**src/design/lpnm_pkg.sv**
```systemverilog
// Shared types and constants for the light table nearest color search.
package lpnm_pkg;

	// Field widths.
	localparam int PIX_W      = 16;
	localparam int IDX_W      = 8;
	localparam int GAIN_W     = 11;
	localparam int CFG_IDX_W  = 2;
	localparam int RB_W       = 5;
	localparam int G_W        = 6;
	localparam int RAW_W      = 6;
	localparam int NUM_W      = 17;
	localparam int QUO_W      = 8;
	localparam int DIST_W     = 15;

	// Default number of searched table entries.
	localparam int DEFAULT_TABLE_ENTRIES = 256;

	// Register reset values.
	localparam logic [GAIN_W-1:0] GAIN_RESET = 11'd1000;

	// Tint blend multipliers: (c*500 + gain*50) / 1000.
	localparam logic [NUM_W-1:0] TINT_C_MUL = 17'd500;
	localparam logic [NUM_W-1:0] TINT_G_MUL = 17'd50;

	// Divide by 1000 as a multiply by ceil(2^27/1000) and a shift by 27.
	// Exact for every numerator below 2^17.
	localparam int DIV_SHIFT = 27;
	localparam int PROD_W    = NUM_W + 18;
	localparam logic [PROD_W-1:0] DIV_RECIP = 35'd134218;

	// Component clamp limits.
	localparam logic [QUO_W-1:0] RB_MAX = 8'd31;
	localparam logic [QUO_W-1:0] G_MAX  = 8'd63;

	// Component table layout: eight red, eight green, four blue levels.
	localparam int N_RED   = 8;
	localparam int N_GREEN = 8;
	localparam int N_BLUE  = 4;
	localparam int N_SLOTS = N_RED + N_GREEN + N_BLUE;
	localparam int SLOT_W  = $clog2(N_SLOTS);

	// Larger than any possible weighted distance.
	localparam logic [DIST_W-1:0] DIST_INIT = '1;

	// Configuration register indexes.
	typedef enum logic [CFG_IDX_W-1:0] {
		REG_RED_GAIN   = 2'd0,
		REG_GREEN_GAIN = 2'd1,
		REG_BLUE_GAIN  = 2'd2,
		REG_TINT_MODE  = 2'd3
	} cfg_reg_t;

	// Configuration register set.
	typedef struct packed {
		logic [GAIN_W-1:0] red_gain;
		logic [GAIN_W-1:0] green_gain;
		logic [GAIN_W-1:0] blue_gain;
		logic              tint_mode;
	} cfg_t;

	// One table candidate on its way through the distance unit.
	typedef struct packed {
		logic             valid;
		logic [IDX_W-1:0] idx;
		logic [PIX_W-1:0] color;
	} cand_t;

endpackage

```
**src/design/lpnm_comp_table.sv**
```systemverilog
// Scaled color component table, rebuilt by a shared multiply and divide pipeline.
module lpnm_comp_table
	import lpnm_pkg::*;
(
	input  logic             clk,
	input  logic             arst_n,
	input  cfg_t             cfg,
	input  logic             restart,
	input  logic [IDX_W-1:0] rd_idx,
	output logic             ready,
	output logic [PIX_W-1:0] rd_color
);

	// Scaled component levels.
	logic [RB_W-1:0] r_tab_q [N_RED];
	logic [G_W-1:0]  g_tab_q [N_GREEN];
	logic [RB_W-1:0] b_tab_q [N_BLUE];

	logic [SLOT_W-1:0] slot_q;
	logic              busy_q;
	logic              valid_s1;
	logic              valid_s2;
	logic [SLOT_W-1:0] slot_s1;
	logic [SLOT_W-1:0] slot_s2;
	logic [NUM_W-1:0]  num_s1;
	logic [QUO_W-1:0]  quo_s2;

	logic              is_red;
	logic              is_green;
	logic [RAW_W-1:0]  raw;
	logic [GAIN_W-1:0] gain;
	logic [NUM_W-1:0]  raw_w;
	logic [NUM_W-1:0]  gain_w;
	logic [NUM_W-1:0]  num;
	logic [PROD_W-1:0] prod;
	logic [QUO_W-1:0]  lim;
	logic [QUO_W-1:0]  clamped;
	logic              last_slot;

	// Select the raw level and gain of the slot being issued.
	assign is_red    = slot_q < SLOT_W'(N_RED);
	assign is_green  = !is_red && (slot_q < SLOT_W'(N_RED + N_GREEN));
	assign raw       = (is_red || is_green) ? {slot_q[2:0], 3'b000} : {1'b0, slot_q[1:0], 3'b000};
	assign gain      = is_red ? cfg.red_gain : (is_green ? cfg.green_gain : cfg.blue_gain);
	assign raw_w     = NUM_W'(raw);
	assign gain_w    = NUM_W'(gain);
	assign num       = cfg.tint_mode ? (raw_w * TINT_C_MUL + gain_w * TINT_G_MUL)
	                                 : (raw_w * gain_w);
	assign last_slot = slot_q == SLOT_W'(N_SLOTS - 1);

	// Issue sequencer: one slot per cycle, restarted by any register write.
	always_ff @(posedge clk or negedge arst_n) begin
		if (!arst_n) begin
			slot_q   <= '0;
			busy_q   <= 1'b1;
			valid_s1 <= 1'b0;
			valid_s2 <= 1'b0;
		end else begin
			valid_s1 <= busy_q && !restart;
			valid_s2 <= valid_s1;
			if (restart) begin
				slot_q <= '0;
				busy_q <= 1'b1;
			end else if (busy_q) begin
				if (last_slot) begin
					busy_q <= 1'b0;
				end
				slot_q <= last_slot ? '0 : slot_q + 1'b1;
			end
		end
	end

	// Divide by 1000 through the reciprocal multiply.
	assign prod = PROD_W'(num_s1) * DIV_RECIP;

	always_ff @(posedge clk) begin
		slot_s1 <= slot_q;
		num_s1  <= num;
		slot_s2 <= slot_s1;
		quo_s2  <= prod[DIV_SHIFT +: QUO_W];
	end

	// Clamp and store the finished level.
	assign lim     = ((slot_s2 >= SLOT_W'(N_RED)) && (slot_s2 < SLOT_W'(N_RED + N_GREEN)))
	                 ? G_MAX : RB_MAX;
	assign clamped = (quo_s2 > lim) ? lim : quo_s2;

	always_ff @(posedge clk) begin
		if (valid_s2) begin
			if (slot_s2 < SLOT_W'(N_RED)) begin
				r_tab_q[slot_s2[2:0]] <= clamped[RB_W-1:0];
			end else if (slot_s2 < SLOT_W'(N_RED + N_GREEN)) begin
				g_tab_q[slot_s2[2:0]] <= clamped[G_W-1:0];
			end else begin
				b_tab_q[slot_s2[1:0]] <= clamped[RB_W-1:0];
			end
		end
	end

	assign ready    = !busy_q && !valid_s1 && !valid_s2;
	assign rd_color = {r_tab_q[rd_idx[7:5]], g_tab_q[rd_idx[4:2]], b_tab_q[rd_idx[1:0]]};

endmodule

```
**src/design/lpnm_dist_unit.sv**
```systemverilog
// Two-stage squared color distance unit, one candidate per cycle.
module lpnm_dist_unit
	import lpnm_pkg::*;
(
	input  logic              clk,
	input  logic              arst_n,
	input  logic [PIX_W-1:0]  target,
	input  logic              weighted,
	input  cand_t             cand_in,
	output cand_t             cand_out,
	output logic [DIST_W-1:0] cand_dist
);

	cand_t             cand_s1;
	cand_t             cand_s2;
	logic [RB_W-1:0]   dr_s1;
	logic [G_W-1:0]    dg_s1;
	logic [RB_W-1:0]   db_s1;
	logic [DIST_W-1:0] dist_s2;

	logic [RB_W-1:0]   tr;
	logic [RB_W-1:0]   cr;
	logic [G_W-1:0]    tg;
	logic [G_W-1:0]    cg;
	logic [RB_W-1:0]   tb;
	logic [RB_W-1:0]   cb;
	logic [DIST_W-1:0] sq_r;
	logic [DIST_W-1:0] sq_g;
	logic [DIST_W-1:0] sq_b;
	logic [DIST_W-1:0] sum;

	// Split both colors into components.
	assign tr = target[15:11];
	assign tg = target[10:5];
	assign tb = target[4:0];
	assign cr = cand_in.color[15:11];
	assign cg = cand_in.color[10:5];
	assign cb = cand_in.color[4:0];

	// Stage 1: absolute component differences.
	always_ff @(posedge clk) begin
		dr_s1 <= (tr >= cr) ? tr - cr : cr - tr;
		dg_s1 <= (tg >= cg) ? tg - cg : cg - tg;
		db_s1 <= (tb >= cb) ? tb - cb : cb - tb;
	end

	// Stage 2: squares and the 2:4:2 or unweighted sum.
	assign sq_r = DIST_W'(dr_s1) * DIST_W'(dr_s1);
	assign sq_g = DIST_W'(dg_s1) * DIST_W'(dg_s1);
	assign sq_b = DIST_W'(db_s1) * DIST_W'(db_s1);
	assign sum  = weighted ? ((sq_r << 1) + (sq_g << 2) + (sq_b << 1)) : (sq_r + sq_g + sq_b);

	always_ff @(posedge clk) begin
		dist_s2 <= sum;
	end

	// Candidates and their valid bits travel with the distance stages.
	always_ff @(posedge clk or negedge arst_n) begin
		if (!arst_n) begin
			cand_s1 <= '0;
			cand_s2 <= '0;
		end else begin
			cand_s1 <= cand_in;
			cand_s2 <= cand_s1;
		end
	end

	assign cand_out  = cand_s2;
	assign cand_dist = dist_s2;

endmodule

```
**src/design/lit_palette_nearest_match.sv**
```systemverilog
// Top level of the light table nearest color search.
//
// Each pixel request is compared against light table entries 0..TABLE_ENTRIES-1, one entry
// per clock through a two-stage distance unit; in index mode the target color is looked
// up in the table first, and a zero RGB565 pixel in pixel mode returns without a search. The
// table is built from twenty scaled component levels held in registers; after reset and
// after every configuration write a shared multiply and divide pipeline rebuilds them, and
// no pixel is accepted until it is done. The result sits in an output register, so a new
// pixel is taken while the previous result still waits downstream.
module lit_palette_nearest_match
	import lpnm_pkg::*;
#(
	parameter int TABLE_ENTRIES = DEFAULT_TABLE_ENTRIES
) (
	input  logic                 clk,
	input  logic                 arst_n,
	// Pixel requests.
	input  logic                 s_tvalid,
	output logic                 s_tready,
	input  logic [PIX_W-1:0]     s_tdata,    // [15:0] pixel
	input  logic                 s_tuser,    // [0] pixel_mode
	// Results.
	output logic                 m_tvalid,
	input  logic                 m_tready,
	output logic [PIX_W-1:0]     m_tdata,    // [15:0] pixel_out
	// Configuration writes.
	input  logic                 cfg_valid,
	output logic                 cfg_ready,
	input  logic [CFG_IDX_W-1:0] cfg_index,
	input  logic [GAIN_W-1:0]    cfg_data
);

	localparam int CNT_W = (TABLE_ENTRIES > 1) ? $clog2(TABLE_ENTRIES) : 1;

	typedef enum logic [4:0] {
		ST_IDLE   = 5'b00001,
		ST_TARGET = 5'b00010,
		ST_SEARCH = 5'b00100,
		ST_DRAIN  = 5'b01000,
		ST_DONE   = 5'b10000
	} state_t;

	state_t            state_q;
	cfg_t              cfg_q;
	logic              mode_q;
	logic [PIX_W-1:0]  pix_q;
	logic [PIX_W-1:0]  target_q;
	logic [CNT_W-1:0]  cnt_q;
	logic [DIST_W-1:0] best_dist_q;
	logic [IDX_W-1:0]  best_idx_q;
	logic [PIX_W-1:0]  best_color_q;
	logic              m_tvalid_q;
	logic [PIX_W-1:0]  m_tdata_q;
	logic              drain_cnt_q;

	logic              cfg_acc;
	logic              in_acc;
	logic              tab_ready;
	logic [IDX_W-1:0]  rd_idx;
	logic [PIX_W-1:0]  rd_color;
	cand_t             cand_in;
	cand_t             cand_out;
	logic [DIST_W-1:0] cand_dist;
	logic              last_entry;
	logic              out_free;

	// Configuration registers.
	assign cfg_ready = 1'b1;
	assign cfg_acc   = cfg_valid && cfg_ready;

	always_ff @(posedge clk or negedge arst_n) begin
		if (!arst_n) begin
			cfg_q.red_gain   <= GAIN_RESET;
			cfg_q.green_gain <= GAIN_RESET;
			cfg_q.blue_gain  <= GAIN_RESET;
			cfg_q.tint_mode  <= 1'b0;
		end else if (cfg_acc) begin
			unique case (cfg_reg_t'(cfg_index))
				REG_RED_GAIN: begin
					cfg_q.red_gain <= cfg_data;
				end
				REG_GREEN_GAIN: begin
					cfg_q.green_gain <= cfg_data;
				end
				REG_BLUE_GAIN: begin
					cfg_q.blue_gain <= cfg_data;
				end
				REG_TINT_MODE: begin
					cfg_q.tint_mode <= cfg_data[0];
				end
			endcase
		end
	end

	// Component table and its lookup port.
	assign rd_idx = (state_q == ST_TARGET) ? pix_q[IDX_W-1:0] : IDX_W'(cnt_q);

	lpnm_comp_table u_comp_table (
		.clk      (clk),
		.arst_n   (arst_n),
		.cfg      (cfg_q),
		.restart  (cfg_acc),
		.rd_idx   (rd_idx),
		.ready    (tab_ready),
		.rd_color (rd_color)
	);

	// Distance unit fed one table entry per search cycle.
	assign cand_in = '{valid: (state_q == ST_SEARCH), idx: IDX_W'(cnt_q), color: rd_color};

	lpnm_dist_unit u_dist_unit (
		.clk       (clk),
		.arst_n    (arst_n),
		.target    (target_q),
		.weighted  (mode_q),
		.cand_in   (cand_in),
		.cand_out  (cand_out),
		.cand_dist (cand_dist)
	);

	assign s_tready   = (state_q == ST_IDLE) && tab_ready && !cfg_valid;
	assign in_acc     = s_tvalid && s_tready;
	assign last_entry = cnt_q == CNT_W'(TABLE_ENTRIES - 1);
	assign out_free   = !m_tvalid_q || m_tready;

	// The drain ends once both distance stages are empty.
	function automatic logic pipe_busy();
		pipe_busy = drain_cnt_q;
	endfunction

	always_ff @(posedge clk or negedge arst_n) begin
		if (!arst_n) begin
			drain_cnt_q <= 1'b0;
		end else begin
			drain_cnt_q <= state_q == ST_SEARCH;
		end
	end

	// Search sequencer.
	always_ff @(posedge clk or negedge arst_n) begin
		if (!arst_n) begin
			state_q <= ST_IDLE;
			cnt_q   <= '0;
		end else begin
			unique case (state_q)
				ST_IDLE: begin
					cnt_q <= '0;
					if (in_acc) begin
						if (s_tuser && (s_tdata == '0)) begin
							state_q <= ST_DONE;
						end else if (s_tuser) begin
							state_q <= ST_SEARCH;
						end else begin
							state_q <= ST_TARGET;
						end
					end
				end
				ST_TARGET: begin
					state_q <= ST_SEARCH;
				end
				ST_SEARCH: begin
					if (last_entry) begin
						state_q <= ST_DRAIN;
					end else begin
						cnt_q <= cnt_q + 1'b1;
					end
				end
				ST_DRAIN: begin
					if (!cand_out.valid && (cand_in.valid == 1'b0) && !pipe_busy()) begin
						state_q <= ST_DONE;
					end
				end
				ST_DONE: begin
					if (out_free) begin
						state_q <= ST_IDLE;
					end
				end
				default: begin
					state_q <= ST_IDLE;
				end
			endcase
		end
	end

	// Request capture, target color and running best match.
	always_ff @(posedge clk) begin
		if (in_acc) begin
			mode_q       <= s_tuser;
			pix_q        <= s_tdata;
			target_q     <= s_tdata;
			best_dist_q  <= DIST_INIT;
			best_idx_q   <= '0;
			best_color_q <= '0;
		end else begin
			if (state_q == ST_TARGET) begin
				target_q <= rd_color;
			end
			if (cand_out.valid && (cand_dist < best_dist_q)) begin
				best_dist_q  <= cand_dist;
				best_idx_q   <= cand_out.idx;
				best_color_q <= cand_out.color;
			end
		end
	end

	// Output register.
	always_ff @(posedge clk or negedge arst_n) begin
		if (!arst_n) begin
			m_tvalid_q <= 1'b0;
		end else if ((state_q == ST_DONE) && out_free) begin
			m_tvalid_q <= 1'b1;
		end else if (m_tready) begin
			m_tvalid_q <= 1'b0;
		end
	end

	always_ff @(posedge clk) begin
		if ((state_q == ST_DONE) && out_free) begin
			m_tdata_q <= mode_q ? best_color_q : PIX_W'(best_idx_q);
		end
	end

	assign m_tvalid = m_tvalid_q;
	assign m_tdata  = m_tdata_q;

endmodule

```
**config.mk**
```make
export PLATFORM = sky130hd
export DESIGN_NAME = lit_palette_nearest_match
export DESIGN_NICKNAME = d
export VERILOG_FILES = /design/src/design/lpnm_pkg.sv /design/src/design/lpnm_comp_table.sv /design/src/design/lpnm_dist_unit.sv /design/src/design/lit_palette_nearest_match.sv
export SDC_FILE = /design/constraint.sdc
export NUM_CORES = 1
export LEC_CHECK = 0
export CAP_MARGIN = 20
export CORE_MARGIN = 2
export CORE_UTILIZATION = 55
export DETAILED_ROUTE_END_ITERATION = 10
export DONT_BUFFER_PORTS = 1
export GPL_TIMING_DRIVEN = 0
export PLACE_DENSITY = 0.7
export SLEW_MARGIN = 0
export SYNTH_ARGS = -nofsm -noshare
export SYNTH_HDL_FRONTEND = slang
export SYNTH_SLANG_ARGS = --single-unit
```
**constraint.sdc**
```tcl
create_clock -name clk -period 7.45 [get_ports clk]
set_clock_uncertainty 0.15 [all_clocks]
set_input_delay 0.745 -clock clk [delete_from_list [all_inputs] [get_ports clk]]
set_output_delay 0.745 -clock clk [all_outputs]
set_load 0.03 [all_outputs]
```
==> out/results.tsv <==
stage	metric	value	unit
status	outcome	completed	
synth	Syn Inst Count	2079	
global_route	largest net degree at the start of global routing	107	
synth	Yosys top cell by area	edfxtp_1	
floorplan	Die ar.	43880	um2
flow_run	Max Cap Viol	0	
synth	Syn Area/Cell	11.17	um2
finish	layout cell share with drive strength beyond 1	9.949	%
placed_design	HPWL Detailed	36490	um
cts	CTS Buf Count	37	
floorplan	Initial Util	55.48	%
routing	Via density	5.470	
cts	Clk pin slew, worst setup/hold paths	0.06	ns
synth	Mapped Nets	2536	
synth	sequential share of the synthesized area	39.77	%
floorplan	row count	75	
sta	RSZ-0062 raised after global routing	false	
cts	CTS Sinks	359	
routing	Antenna Nets Post-Route	0	
placed_design	GP Congestion	0.8516	
synth	Post-synth EDFFs	149	
synth	count of warnings emitted by yosys	0	
sta	fin crit period	6.927	ns
cts	CTS tree	built	
cts	htree depth	2	
floorplan	die extent in y	209.5	um
placed_design	Cell Area, Placed	23910	um2
cts	Root Driver	clkbuf_16	
cts	clock buffer depth	3	
routing	first drt pass iteration count	5	
sta	Final setup viols	0	
synth	Synth Flop Type	edfxtp_1	
cts	post-CTS setup buffer count	0	
floorplan	Ports	54	
cts	Clock Latency Late Sink	0.54	ns
critical_path	Worst EP arrival	7.20	ns
floorplan	Core Box Area	41850	um2
finish	area grow syn2layout	8.293	%
synth	Synth top area share	19.27	%
finish	nets@finish	2579	
placed_design	I/O Buffers	0	
synth	number of distinct library cells after synthesis	76	
sta	Worst-Margin Slew	1.063	ns
finish	multi-input logic area	12780	um2
finish	FILL cells	3445	
routing	number of DRC markers in iteration 0	822	
sta	max-slew violations	0	
synth	Area contributors post-synth	edfxtp_1, ha_1, dfrtp_1	
finish	register area	9234	um2
sta	endpoints failing hold	0	
routing	DR vias	14720	
synth	asr flop ratio synth	29.53	%
sta	final setup TNS	0	ns
sta	crit share post-route	92.98	%
finish	cell area after layout	25150	um2
routing	routed len/inst	17.27	um
synth	area of the mapped netlist	23220	um2
critical_path	Critical Path Fanout Max	10	
global_route	first-pass GRT wire length	77530	um
critical_path	critical path type	flip-flop to flip-flop	
critical_path	Setup crit end kind	flip-flop	
global_route	vias in the first global route	15410	
critical_path	Required @ worst endpoint	7.72	ns
floorplan	Die Width	209.5	um
critical_path	Worst setup SP type	flip-flop	
worst_hold_path	Hold Crit Class	primary input to flip-flop	
sta	Rel. slew slack	29.13	%
routing	Routed WL	46450	um
global_route	antenna violations before repair	0	
routing	DRC	0	
sta	Fmax	144.4	MHz
finish	Antenna diodes	0	
global_route	GRT Total Usage	21.98	%
global_route	total global routing overflow	0	
synth	Yosys reg bits	359	
logic make-up (layout without fill, tap and decap cells):
kind of cell | count (synthesis) | after routing | synth area share (%)
AO/OA/AOI/OAI | 267 | 267 | 7.339
XOR/XNOR | 92 | 92 | 3.529
adder cells (fa/ha/maj) | 422 | 422 | 25.58
buffers and inverters | 317 | 389 | 5.227
flip-flops | 359 | 359 | 39.77
multiplexers | 159 | 159 | 8.891
other | 1 | 1 | 0.01615
AND/OR/NAND/NOR | 462 | 462 | 9.645
what timing repair did:
action / 4_1_cts / 5_1_grt
hold buffers: 2 / 0
resized for setup: 0 / 1
endpoints found under the setup margin: 0 / 1
hold endpoints to repair: 106 / 0
placed cells by master (no fill, tap or decap), types with 24 or more instances in the layout:
cell and n:
nor2_1 130, dfrtp_1 86, nor3_1 28, dfxtp_1 104, clkbuf_16 38, xnor2_1 55
nand3_1 30, fa_1 88, inv_1 277, mux2i_1 56, xor2_1 36, mux2_2 71
clkbuf_1 38, o21ai_0 67, edfxtp_1 149, a21oi_1 76, nor2b_1 33, ha_1 334
a21o_1 24, and2_1 39, nand2_1 126, mux4_2 27
flip-flops by register name (all words and copies together), names as in the netlist, 6 cells and up:
signal and count:
cfg_q 34, u_comp_table.num_s1 16, u_comp_table.quo_s2 8, m_tdata 16
u_comp_table.b_tab_q 20, best_color_q 16, pix_q 8, u_comp_table.r_tab_q 40
best_dist_q 15, u_dist_unit.dg_s1 6, u_comp_table.g_tab_q 48, target_q 16
u_dist_unit.cand_dist 15, cnt_q 8, u_dist_unit.cand_out 25, best_idx_q 8
u_dist_unit.cand_s1 25
worst max-delay path, cell delays in order (launching register included):
cell       delay, ns
dfrtp_1         0.34
clkbuf_1        0.35
clkbuf_1        0.50
mux2_2          0.42
mux2_2          0.36
ha_1            0.33
ha_1            0.29
inv_1           0.05
fa_1            0.50
inv_1           0.04
ha_1            0.33
nor2b_1         0.17
o21a_1          0.16
nor2_1          0.11
xnor2_1         0.09
ha_1            0.37
nand3_1         0.11
o211ai_1        0.11
o41ai_1         0.56
nor2_1          0.11
a2111oi_1       0.67
a21oi_1         0.12
xnor3_1         0.26
mux2_2          0.31
synth_stat cells, types with 8 or more instances:
library cell / number
ha_1: 334
inv_1: 277
edfxtp_1: 149
nor2_1: 130
nand2_1: 126
dfxtp_1: 104
fa_1: 88
dfrtp_1: 86
a21oi_1: 76
mux2_2: 71
o21ai_0: 67
mux2i_1: 56
xnor2_1: 55
and2_1: 39
xor2_1: 36
nor2b_1: 34
clkbuf_1: 30
nand3_1: 30
nor3_1: 28
mux4_2: 27
a21o_1: 24
o211ai_1: 21
dfstp_2: 20
nand2b_1: 20
o21a_1: 12
o21bai_1: 12
a211oi_1: 10
nand3b_1: 10
and3_1: 8
o41ai_1: 8
routing by layer:
metal	track usage (%)	wire length, um
met5	0	0
met4	5.429	990
met3	3.471	1633
met1	28.18	20800
met2	39.08	23020
layout make-up:
| type | instances | share of cell area, % |
|---|---|---|
| multi-input cells | 1403 | 50.81 |
| well taps | 539 | 2.682 |
| repair buffers | 4 | 0.1941 |
| plain buffers | 39 | 0.6767 |
| clock buffers | 51 | 4.175 |
| flip-flops and latches | 359 | 36.72 |
| inverters | 278 | 4.150 |
| clock inverters | 17 | 0.5921 |
worst paths after layout:
| kind | from | endpoint | slack, ns | cells after the start |
|---|---|---|---|---|
| worst max register to register | u_comp_table.slot_q[3] | u_comp_table.num_s1[16] | 0.52 | 23 |
| worst max-delay path | u_comp_table.slot_q[3] | u_comp_table.num_s1[16] | 0.52 | 23 |
| max in group asynchronous | arst_n | u_dist_unit.cand_out[13] | 6.02 | 2 |
| min in group asynchronous | arst_n | cfg_q[27] | 0.65 | 2 |
| worst min register to register | u_comp_table.slot_s1[4] | u_comp_table.slot_s2[4] | 0.18 | 0 |
| worst min-delay path | s_tuser | state_q[1] | 0.13 | 1 |
stage by stage:
step                      setup slack (ns)  cells  utilization, %  hold slack (ns)
after floorplan                      1.767   2079               -           0.1596
after global placement              0.5730   2618           57.09           0.1651
after detailed placement            0.5407   2620           57.12           0.1668
after CTS                           0.4783   2690           60.08           0.1148
after global routing                0.1353   2690           60.08           0.1136
final                               0.5231   2690           60.08           0.1347
Power is not shown: default switching activity piles up to over one toggle a cycle in this logic, so the estimate is an artifact.
